===== config.mk =====
export PLATFORM = sky130hd
export DESIGN_NAME = lru_key_value_cache
export DESIGN_NICKNAME = d
export VERILOG_FILES = /design/src/hw/rtl/lkv_pkg.sv /design/src/hw/rtl/lkv_cell.sv /design/src/hw/rtl/lru_key_value_cache.sv
export SDC_FILE = /design/constraint.sdc
export NUM_CORES = 2
export LEC_CHECK = 0
export ABC_AREA = 1
export BUFFER_PORTS_ARGS = -buffer_cell sky130_fd_sc_hd__buf_2
export CAP_MARGIN = 20
export CORE_ASPECT_RATIO = 1.2
export CORE_MARGIN = 3
export CORE_UTILIZATION = 40
export CTS_CLUSTER_SIZE = 16
export DETAILED_ROUTE_END_ITERATION = 6
export HOLD_SLACK_MARGIN = 0.12
export PLACE_DENSITY = 0.59
export REMOVE_ABC_BUFFERS = 1
export SYNTH_ARGS = -nofsm -noshare
export SYNTH_HDL_FRONTEND = slang
export SYNTH_HIERARCHICAL = 1
export SYNTH_SLANG_ARGS = --single-unit

===== constraint.sdc =====
create_clock -name clk_i -period 6.13 [get_ports clk_i]
set_input_delay 0.9195 -clock clk_i [delete_from_list [all_inputs] [get_ports clk_i]]
set_output_delay 0.9195 -clock clk_i [all_outputs]
set_load 0.1 [all_outputs]

===== src/hw/rtl/lkv_pkg.sv =====
`timescale 1ns / 1ps
package lkv_pkg;

  localparam int ENTRIES = 16;
  localparam int IDX_W   = (ENTRIES > 1) ? $clog2(ENTRIES) : 1;
  localparam int AGE_W   = IDX_W;
  localparam int FILL_W  = $clog2(ENTRIES + 1);
  localparam int CAP_W   = 5;
  localparam int CNT_W   = (FILL_W > CAP_W) ? FILL_W : CAP_W;
  localparam int KEY_W   = 32;
  localparam int VAL_W   = 32;

  localparam logic [CAP_W-1:0] CAP_RESET = CAP_W'(16);

  localparam logic OP_GET = 1'b0;
  localparam logic OP_SET = 1'b1;

  // partial search result handed from cell to cell
  typedef struct packed {
    logic             found;
    logic [IDX_W-1:0] hit_slot;
    logic [AGE_W-1:0] hit_age;
    logic [VAL_W-1:0] hit_value;
    logic             free_found;
    logic [IDX_W-1:0] free_slot;
    logic             max_found;
    logic [IDX_W-1:0] max_slot;
    logic [AGE_W-1:0] max_age;
    logic [KEY_W-1:0] max_key;
  } scan_t;

  // update broadcast to every cell
  typedef struct packed {
    logic             en;
    logic [IDX_W-1:0] slot;
    logic [AGE_W:0]   limit;
    logic             wr_key;
    logic             wr_value;
    logic             set_valid;
    logic [KEY_W-1:0] key;
    logic [VAL_W-1:0] value;
  } cmd_t;

endpackage


===== src/hw/rtl/lkv_cell.sv =====
`timescale 1ns / 1ps
module lkv_cell (
  input  logic                      clk_i,
  input  logic                      rst_ni,
  input  logic [lkv_pkg::IDX_W-1:0] cell_idx_i,
  input  logic [lkv_pkg::KEY_W-1:0] key_i,
  input  lkv_pkg::scan_t            scan_i,
  input  lkv_pkg::cmd_t             cmd_i,
  output lkv_pkg::scan_t            scan_o
);

  logic                      valid_q;
  logic [lkv_pkg::AGE_W-1:0] age_q;
  logic [lkv_pkg::KEY_W-1:0] key_q;
  logic [lkv_pkg::VAL_W-1:0] value_q;
  lkv_pkg::scan_t            scan_d, scan_q;
  logic                      sel;

  assign sel = cmd_i.en && (cmd_i.slot == cell_idx_i);

  always_comb begin
    scan_d = scan_i;
    if (valid_q && (key_q == key_i) && !scan_i.found) begin
      scan_d.found     = 1'b1;
      scan_d.hit_slot  = cell_idx_i;
      scan_d.hit_age   = age_q;
      scan_d.hit_value = value_q;
    end
    // lowest free slot wins, so only the first one seen is kept
    if (!valid_q && !scan_i.free_found) begin
      scan_d.free_found = 1'b1;
      scan_d.free_slot  = cell_idx_i;
    end
    if (valid_q && (!scan_i.max_found || (age_q > scan_i.max_age))) begin
      scan_d.max_found = 1'b1;
      scan_d.max_slot  = cell_idx_i;
      scan_d.max_age   = age_q;
      scan_d.max_key   = key_q;
    end
  end

  always_ff @(posedge clk_i or negedge rst_ni) begin
    if (!rst_ni) begin
      valid_q <= 1'b0;
      age_q   <= '0;
    end else if (sel) begin
      age_q <= '0;
      if (cmd_i.set_valid) begin
        valid_q <= 1'b1;
      end
    end else if (cmd_i.en && valid_q && ({1'b0, age_q} < cmd_i.limit)) begin
      age_q <= age_q + 1'b1;
    end
  end

  always_ff @(posedge clk_i) begin
    scan_q <= scan_d;
    if (sel && cmd_i.wr_key) begin
      key_q <= cmd_i.key;
    end
    if (sel && cmd_i.wr_value) begin
      value_q <= cmd_i.value;
    end
  end

  assign scan_o = scan_q;

endmodule


===== src/hw/rtl/lru_key_value_cache.sv =====
`timescale 1ns / 1ps
// channel   direction  transfer carries
// s_axis    in         tuser: operation; tdata: key, value
// m_axis    out        tuser: hit, evicted; tdata: read_value, evicted_key
// cfg       in         capacity, written whenever cfg_we_i is high
//
// one item passes through accept, then a search that ripples one cell per cycle
// down the chain, then the update.
// the update waits while a previous result is still held on m_axis.
// a new item can be accepted while a result waits to be taken.
// reset clears all valid marks and ages at once; no clearing pass.
module lru_key_value_cache (
  input  logic                      clk_i,
  input  logic                      rst_ni,
  input  logic                      cfg_we_i,
  input  logic [lkv_pkg::CAP_W-1:0] cfg_wdata_i,
  input  logic                      s_axis_tvalid,
  output logic                      s_axis_tready,
  input  logic [63:0]               s_axis_tdata,  // key, value
  input  logic [0:0]                s_axis_tuser,  // operation
  output logic                      m_axis_tvalid,
  input  logic                      m_axis_tready,
  output logic [63:0]               m_axis_tdata,  // read_value, evicted_key
  output logic [1:0]                m_axis_tuser   // hit, evicted
);

  typedef enum logic [1:0] {
    ST_IDLE,
    ST_SEARCH,
    ST_UPDATE
  } state_e;

  localparam logic [lkv_pkg::IDX_W-1:0] LAST_CNT = lkv_pkg::IDX_W'(lkv_pkg::ENTRIES - 1);

  state_e                       state_q;
  logic [lkv_pkg::IDX_W-1:0]    cnt_q;
  logic [lkv_pkg::FILL_W-1:0]   fill_q;
  logic [lkv_pkg::CAP_W-1:0]    cap_q;
  logic                         op_q;
  logic [lkv_pkg::KEY_W-1:0]    key_q;
  logic [lkv_pkg::VAL_W-1:0]    val_q;

  lkv_pkg::scan_t               chain [lkv_pkg::ENTRIES+1];
  lkv_pkg::scan_t               res;
  lkv_pkg::cmd_t                cmd, cmd_w;
  logic [lkv_pkg::CNT_W-1:0]    eff_cap;
  logic                         full;
  logic                         fire;
  logic                         r_hit, r_ev, fill_inc;
  logic [lkv_pkg::VAL_W-1:0]    r_rd;
  logic [lkv_pkg::KEY_W-1:0]    r_evk;

  assign chain[0] = '0;
  assign res      = chain[lkv_pkg::ENTRIES];

  for (genvar g = 0; g < lkv_pkg::ENTRIES; g++) begin : g_cell
    lkv_cell u_cell (
      .clk_i      (clk_i),
      .rst_ni     (rst_ni),
      .cell_idx_i (lkv_pkg::IDX_W'(g)),
      .key_i      (key_q),
      .scan_i     (chain[g]),
      .cmd_i      (cmd_w),
      .scan_o     (chain[g+1])
    );
  end

  always_comb begin
    if (cap_q == '0) begin
      eff_cap = lkv_pkg::CNT_W'(1);
    end else if (lkv_pkg::CNT_W'(cap_q) > lkv_pkg::CNT_W'(lkv_pkg::ENTRIES)) begin
      eff_cap = lkv_pkg::CNT_W'(lkv_pkg::ENTRIES);
    end else begin
      eff_cap = lkv_pkg::CNT_W'(cap_q);
    end
  end

  assign full = lkv_pkg::CNT_W'(fill_q) >= eff_cap;
  assign fire = (state_q == ST_UPDATE) && (!m_axis_tvalid || m_axis_tready);

  always_comb begin
    cmd       = '0;
    cmd.key   = key_q;
    cmd.value = val_q;
    r_hit     = 1'b0;
    r_rd      = '0;
    r_ev      = 1'b0;
    r_evk     = '0;
    fill_inc  = 1'b0;
    case (op_q)
      lkv_pkg::OP_GET: begin
        if (res.found) begin
          r_hit     = 1'b1;
          r_rd      = res.hit_value;
          cmd.en    = 1'b1;
          cmd.slot  = res.hit_slot;
          cmd.limit = {1'b0, res.hit_age};
        end else begin
          r_rd = '1;
        end
      end
      lkv_pkg::OP_SET: begin
        cmd.en       = 1'b1;
        cmd.wr_value = 1'b1;
        if (res.found) begin
          r_hit     = 1'b1;
          cmd.slot  = res.hit_slot;
          cmd.limit = {1'b0, res.hit_age};
        end else if (full) begin
          r_ev       = 1'b1;
          r_evk      = res.max_key;
          cmd.slot   = res.max_slot;
          cmd.limit  = {1'b0, res.max_age};
          cmd.wr_key = 1'b1;
        end else begin
          // insert into the lowest free slot, every valid entry ages
          cmd.slot      = res.free_slot;
          cmd.limit     = (lkv_pkg::AGE_W + 1)'(lkv_pkg::ENTRIES);
          cmd.wr_key    = 1'b1;
          cmd.set_valid = 1'b1;
          fill_inc      = 1'b1;
        end
      end
      default: begin
        cmd.en = 1'b0;
      end
    endcase
  end

  always_comb begin
    cmd_w    = cmd;
    cmd_w.en = cmd.en && fire;
  end

  assign s_axis_tready = (state_q == ST_IDLE);

  always_ff @(posedge clk_i or negedge rst_ni) begin
    if (!rst_ni) begin
      state_q       <= ST_IDLE;
      cnt_q         <= '0;
      fill_q        <= '0;
      cap_q         <= lkv_pkg::CAP_RESET;
      op_q          <= lkv_pkg::OP_GET;
      key_q         <= '0;
      val_q         <= '0;
      m_axis_tvalid <= 1'b0;
      m_axis_tdata  <= '0;
      m_axis_tuser  <= '0;
    end else begin
      if (cfg_we_i) begin
        cap_q <= cfg_wdata_i;
      end
      if (m_axis_tvalid && m_axis_tready && !fire) begin
        m_axis_tvalid <= 1'b0;
      end
      case (state_q)
        ST_IDLE: begin
          if (s_axis_tvalid) begin
            op_q    <= s_axis_tuser[0];
            key_q   <= s_axis_tdata[31:0];
            val_q   <= s_axis_tdata[63:32];
            cnt_q   <= '0;
            state_q <= ST_SEARCH;
          end
        end
        ST_SEARCH: begin
          // once cnt_q has stepped through every cell, the last cell holds the full answer
          cnt_q <= cnt_q + 1'b1;
          if (cnt_q == LAST_CNT) begin
            state_q <= ST_UPDATE;
          end
        end
        ST_UPDATE: begin
          if (fire) begin
            m_axis_tvalid <= 1'b1;
            m_axis_tdata  <= {r_evk, r_rd};
            m_axis_tuser  <= {r_ev, r_hit};
            if (fill_inc) begin
              fill_q <= fill_q + 1'b1;
            end
            state_q <= ST_IDLE;
          end
        end
        default: begin
          state_q <= ST_IDLE;
        end
      endcase
    end
  end

endmodule


; ---- Word level (Yosys, flattened, before mapping)
; Index checks and enable logic that the tools add are counted.
; W data, S select, Z words.
[word_totals]
reg_bits = 2642
out_inout_bits = 68
word_cells = 679
[op_classes]
add_sub_neg = 18
reduce_logical = 264
magnitude_cmp = 33
muxes = 94
n_eq_ne = 37
bitwise_logic = 1
[op_table]
columns = operator, n
row1 = $mux W36, 30
row2 = $eq A32 B32 Y1, 16
row3 = $mux W32, 5
row4 = $logic_and A1 B1 Y1, 145
row5 = $mux W4, 33
row6 = $mux W41, 2
row7 = $lt A4 B5 Y1, 16
row8 = $add A4 B1 Y4 const B, 17
row9 = $logic_not A1 Y1, 62
row10 = $gt A4 B4 Y1, 15
row11 = $reduce_and A2 Y1, 19
row12 = $eq A4 B4 Y1 const B, 9
row13 = $reduce_bool A2 Y1, 17
row14 = $mux W10, 2
row15 = $pmux W10 S2, 1
row16 = $eq A4 B3 Y1 const B, 4
row17 = $logic_or A1 B1 Y1, 16
row18 = $mux W5, 3
row19 = $mux W1, 11
row20 = $mux W9, 1
row21 = $eq A4 B2 Y1 const B, 2
row22 = $pmux W4 S2, 1
row23 = $mux W2, 3
row24 = $ne A2 B2 Y1 const B, 3
row25 = 13 further kinds, 14

; ---- Depth between registers and ports, before layout
[depth]
depth_word = 12
ltp_mapped = 22
ltp_nobuf = 21

; ---- Hierarchy
; The synthesis kept the hierarchy.
[modules_own_cells]
columns = module, cells_per_inst, area_per_inst_um2, instances, seq_area_each_um2
row1 = lkv_cell (g_cell[15].u_cell ...), 649, 5934.4, 10, 3788.6
row2 = lkv_cell (g_cell[0].u_cell ...), 651, 5940.7, 6, 3788.6
row3 = lru_key_value_cache, 726, 6301.0, 1, 3704.8

; ---- Worst setup path after synthesis
; No wires, ideal clock.
[synth_timing]
path_kind = flip-flop to flip-flop
from = register m_axis_tvalid
to = register g_cell[2].u_cell/key_q[0] in the netlist's numbering, enable pin
path_slack_ps = 1381
stages_incl_launch_ff = 11
path_buffers = 1
t_arrival_ps = 4328
path_cell_list = dfrtp_1 inv_1 nor2_1 nor2_4 inv_2 buf_2 a21oi_1 o21ai_0 nor2_1 nand3_1 nor2_1
[synth_rtl]
columns = item, line_no
row1 = "start, declared", lru_key_value_cache.sv:21  ; output logic m_axis_tvalid,
row2 = "start signal, assigned", lru_key_value_cache.sv:146  ; m_axis_tvalid <= 1'b0;
row3 = "start signal, assigned", lru_key_value_cache.sv:154  ; m_axis_tvalid <= 1'b0;
row4 = "start signal, assigned", lru_key_value_cache.sv:175  ; m_axis_tvalid <= 1'b1;
row5 = "end signal, assigned", lkv_cell.sv:59  ; key_q <= cmd_i.key;
row6 = "end, declared", lkv_cell.sv:14  ; logic [lkv_pkg::KEY_W-1:0] key_q;

==> results.json <==
{
  "status": "finished, final reports clean",
  "tns_ns": 0,
  "clock_path_buffers": 4,
  "ff_latch_area_um2": 64300,
  "fin_crit_sh_pct": 81.2,
  "max_freq_mhz": 201,
  "grt_max_degree": 118,
  "rsz0062_at_grt": "false",
  "drv_slew": 0,
  "core_area_um2": 251000,
  "io_pins": 143,
  "min-delay-start": "s_axis_tdata[45]",
  "irDropWorstVdd_mv": 0.429,
  "die_h_um": 557,
  "cts.sinks": 2642,
  "power_density_nw_per_um2": 393,
  "start_kind": "flop",
  "cp.arrival_ns": 5.45,
  "hold_viol": 0,
  "wirelength_mm": 227,
  "final_nets": 11742,
  "power_mw": 45.2,
  "initial_core_util_pct": 40.4,
  "die_x_um": 465,
  "reg2reg_depth": 10,
  "ys_warn_count": 6,
  "cts_hold_buffers": 1,
  "avgSynthCellArea_um2": 9.11,
  "grt_pass1_vias": 68933,
  "n_fill_cell": 23539,
  "whs_ns": 0.248,
  "rows": 201,
  "die_area_um2": 259000,
  "hold_path_depth": 3,
  "vias_per_cell": 4.56,
  "drc": 0,
  "numCtsBuffers": 247,
  "cts_resized": 0,
  "crit_required_ns": 6.61,
  "drive_gt1_share_pct": 7.22,
  "critPathCaptureType": "flop",
  "gp_congestion": 0.885,
  "grt-ovfl-total": 0,
  "cts_tree": "yes",
  "cts_root_buf": "clkbuf_16",
  "max_cap_violations": 0,
  "hp-class": "in -> reg",
  "area_delta_synth_final_pct": 13.6,
  "fin_crit_ns": 4.98,
  "multi_input_area_um2": 30900,
  "slew_headroom_pct": 24.7,
  "worst-path-max-fanout": 47,
  "worst_slew_pin_slew_ns": 1.13,
  "cts_setup_buffers": 0,
  "r2r_start": "op_q",
  "num_vias": 68748,
  "power.leakage_nw": 54.0,
  "critical_path_class": "reg -> reg",
  "synth_area_um2": 101000,
  "clk_pin_slew_ns": 0.06,
  "place.detailed.hpwl_mm": 162,
  "wl_per_cell_um": 15.0,
  "skew_ns": 0.0398,
  "dr.pass1.iters": 6,
  "dr.first_iter.drc_count": 4190,
  "track_usage_pct": 17.2,
  "grt_first_pass_wirelength_mm": 364,
  "antenna_found_initial": 1,
  "hold_path_end": "val_q[13]",
  "clock_latency_ns": 0.87,
  "ant_nets": 0,
  "syn_inst": 11118,
  "setup_viol_count_final": 0,
  "reg2reg_to": "g_cell[2].u_cell/key_q[2]",
  "port_buffers": 142,
  "regToRegSetupSlack_ns": 1.15,
  "h-tree-depth": 4
}
critical path, cell delays in order, from the launching register on:
cell and delay [ns]:
dfrtp_1 0.81, inv_2 0.48, nor2_4 0.59, buf_4 0.54, nand3_1 0.13, nand3_1 0.79, o22ai_1 0.13, nor2_1 0.14
nand3_1 0.31, nor2_2 0.19, buf_4 0.41
metal layers:
layer  track usage (%)  vias up  wire [um]
met5                 0        -          0
met4              6.50        0       8360
met3              2.01      460       7690
met2              31.4     1195     113000
met1              20.6    31352      97400
li1                  -    35741          -
stage by stage:
stage	util [%]	worst slack (ns)	std cells	cell area (um^2)
floorplan	-	0.463	11003	100000
global placement	42.5	1.29	14630	107000
detailed placement	42.5	1.16	14630	107000
CTS	45.9	1.12	15086	115000
global route	45.9	0.675	15088	115000
finish	45.9	1.15	15091	115000
cell usage in the layout (no fill, tap or decap), drive strengths merged, types with 9 or more instances in the layout:
cell type,n
dfxtp,1390
o22ai,76
or2,15
o21ai,846
nand2,3827
nand4,67
nor3,11
xnor2,80
nor2,591
inv,1477
buf,279
clkbuf,346
dfrtp,227
xor2,34
a21oi,123
ha,135
bufinv,30
clkinvlp,9
conb,252
o21bai,16
nand3,807
clkinv,66
edfxtp,1024
where the power goes:
| group | internal, mW | total [mW] | switching (mW) |
|---|---|---|---|
| Combinational | 2.15 | 7.65 | 5.50 |
| Sequential | 20.4 | 22.0 | 1.64 |
| Clock | 9.21 | 15.5 | 6.33 |
| Total | 31.7 | 45.2 | 13.5 |
state kept, by name, indices dropped and copies added (netlist names):
signal,flops
key_q,32
g_cell.u_cell/value_q,512
m_axis_tvalid,1
g_cell.u_cell/key_q,512
cnt_q,4
fill_q,5
m_axis_tdata,64
val_q,32
m_axis_tuser,2
state_q,2
op_q,1
g_cell.u_cell/valid_q,16
g_cell.u_cell/age_q,64
g_cell.u_cell/scan_o,1390
cap_q,5
final cells by class:
class | count | share of cell area [%]
Timing Repair Buffer | 280 | 1.57
Clock inverter | 109 | 1.14
Tap cell | 3349 | 3.64
Multi-Input combinational cell | 6888 | 26.8
Sequential cell | 2642 | 55.9
Inverter | 1473 | 4.81
Antenna cell | 4 | 0.00870
Clock buffer | 346 | 6.10
worst max path at each step:
stage / from / slack (ns) / to
after floorplan: m_axis_tvalid / 0.46 / g_cell[2].u_cell/key_q[0]
after global placement: op_q / 1.29 / g_cell[3].u_cell/key_q[3]
after detailed placement: op_q / 1.16 / g_cell[2].u_cell/key_q[10]
after CTS: op_q / 1.12 / g_cell[2].u_cell/key_q[10]
after global routing: op_q / 0.67 / g_cell[15].u_cell/key_q[9]
final: op_q / 1.15 / g_cell[2].u_cell/key_q[2]
Power figures use the tool's default switching activity.
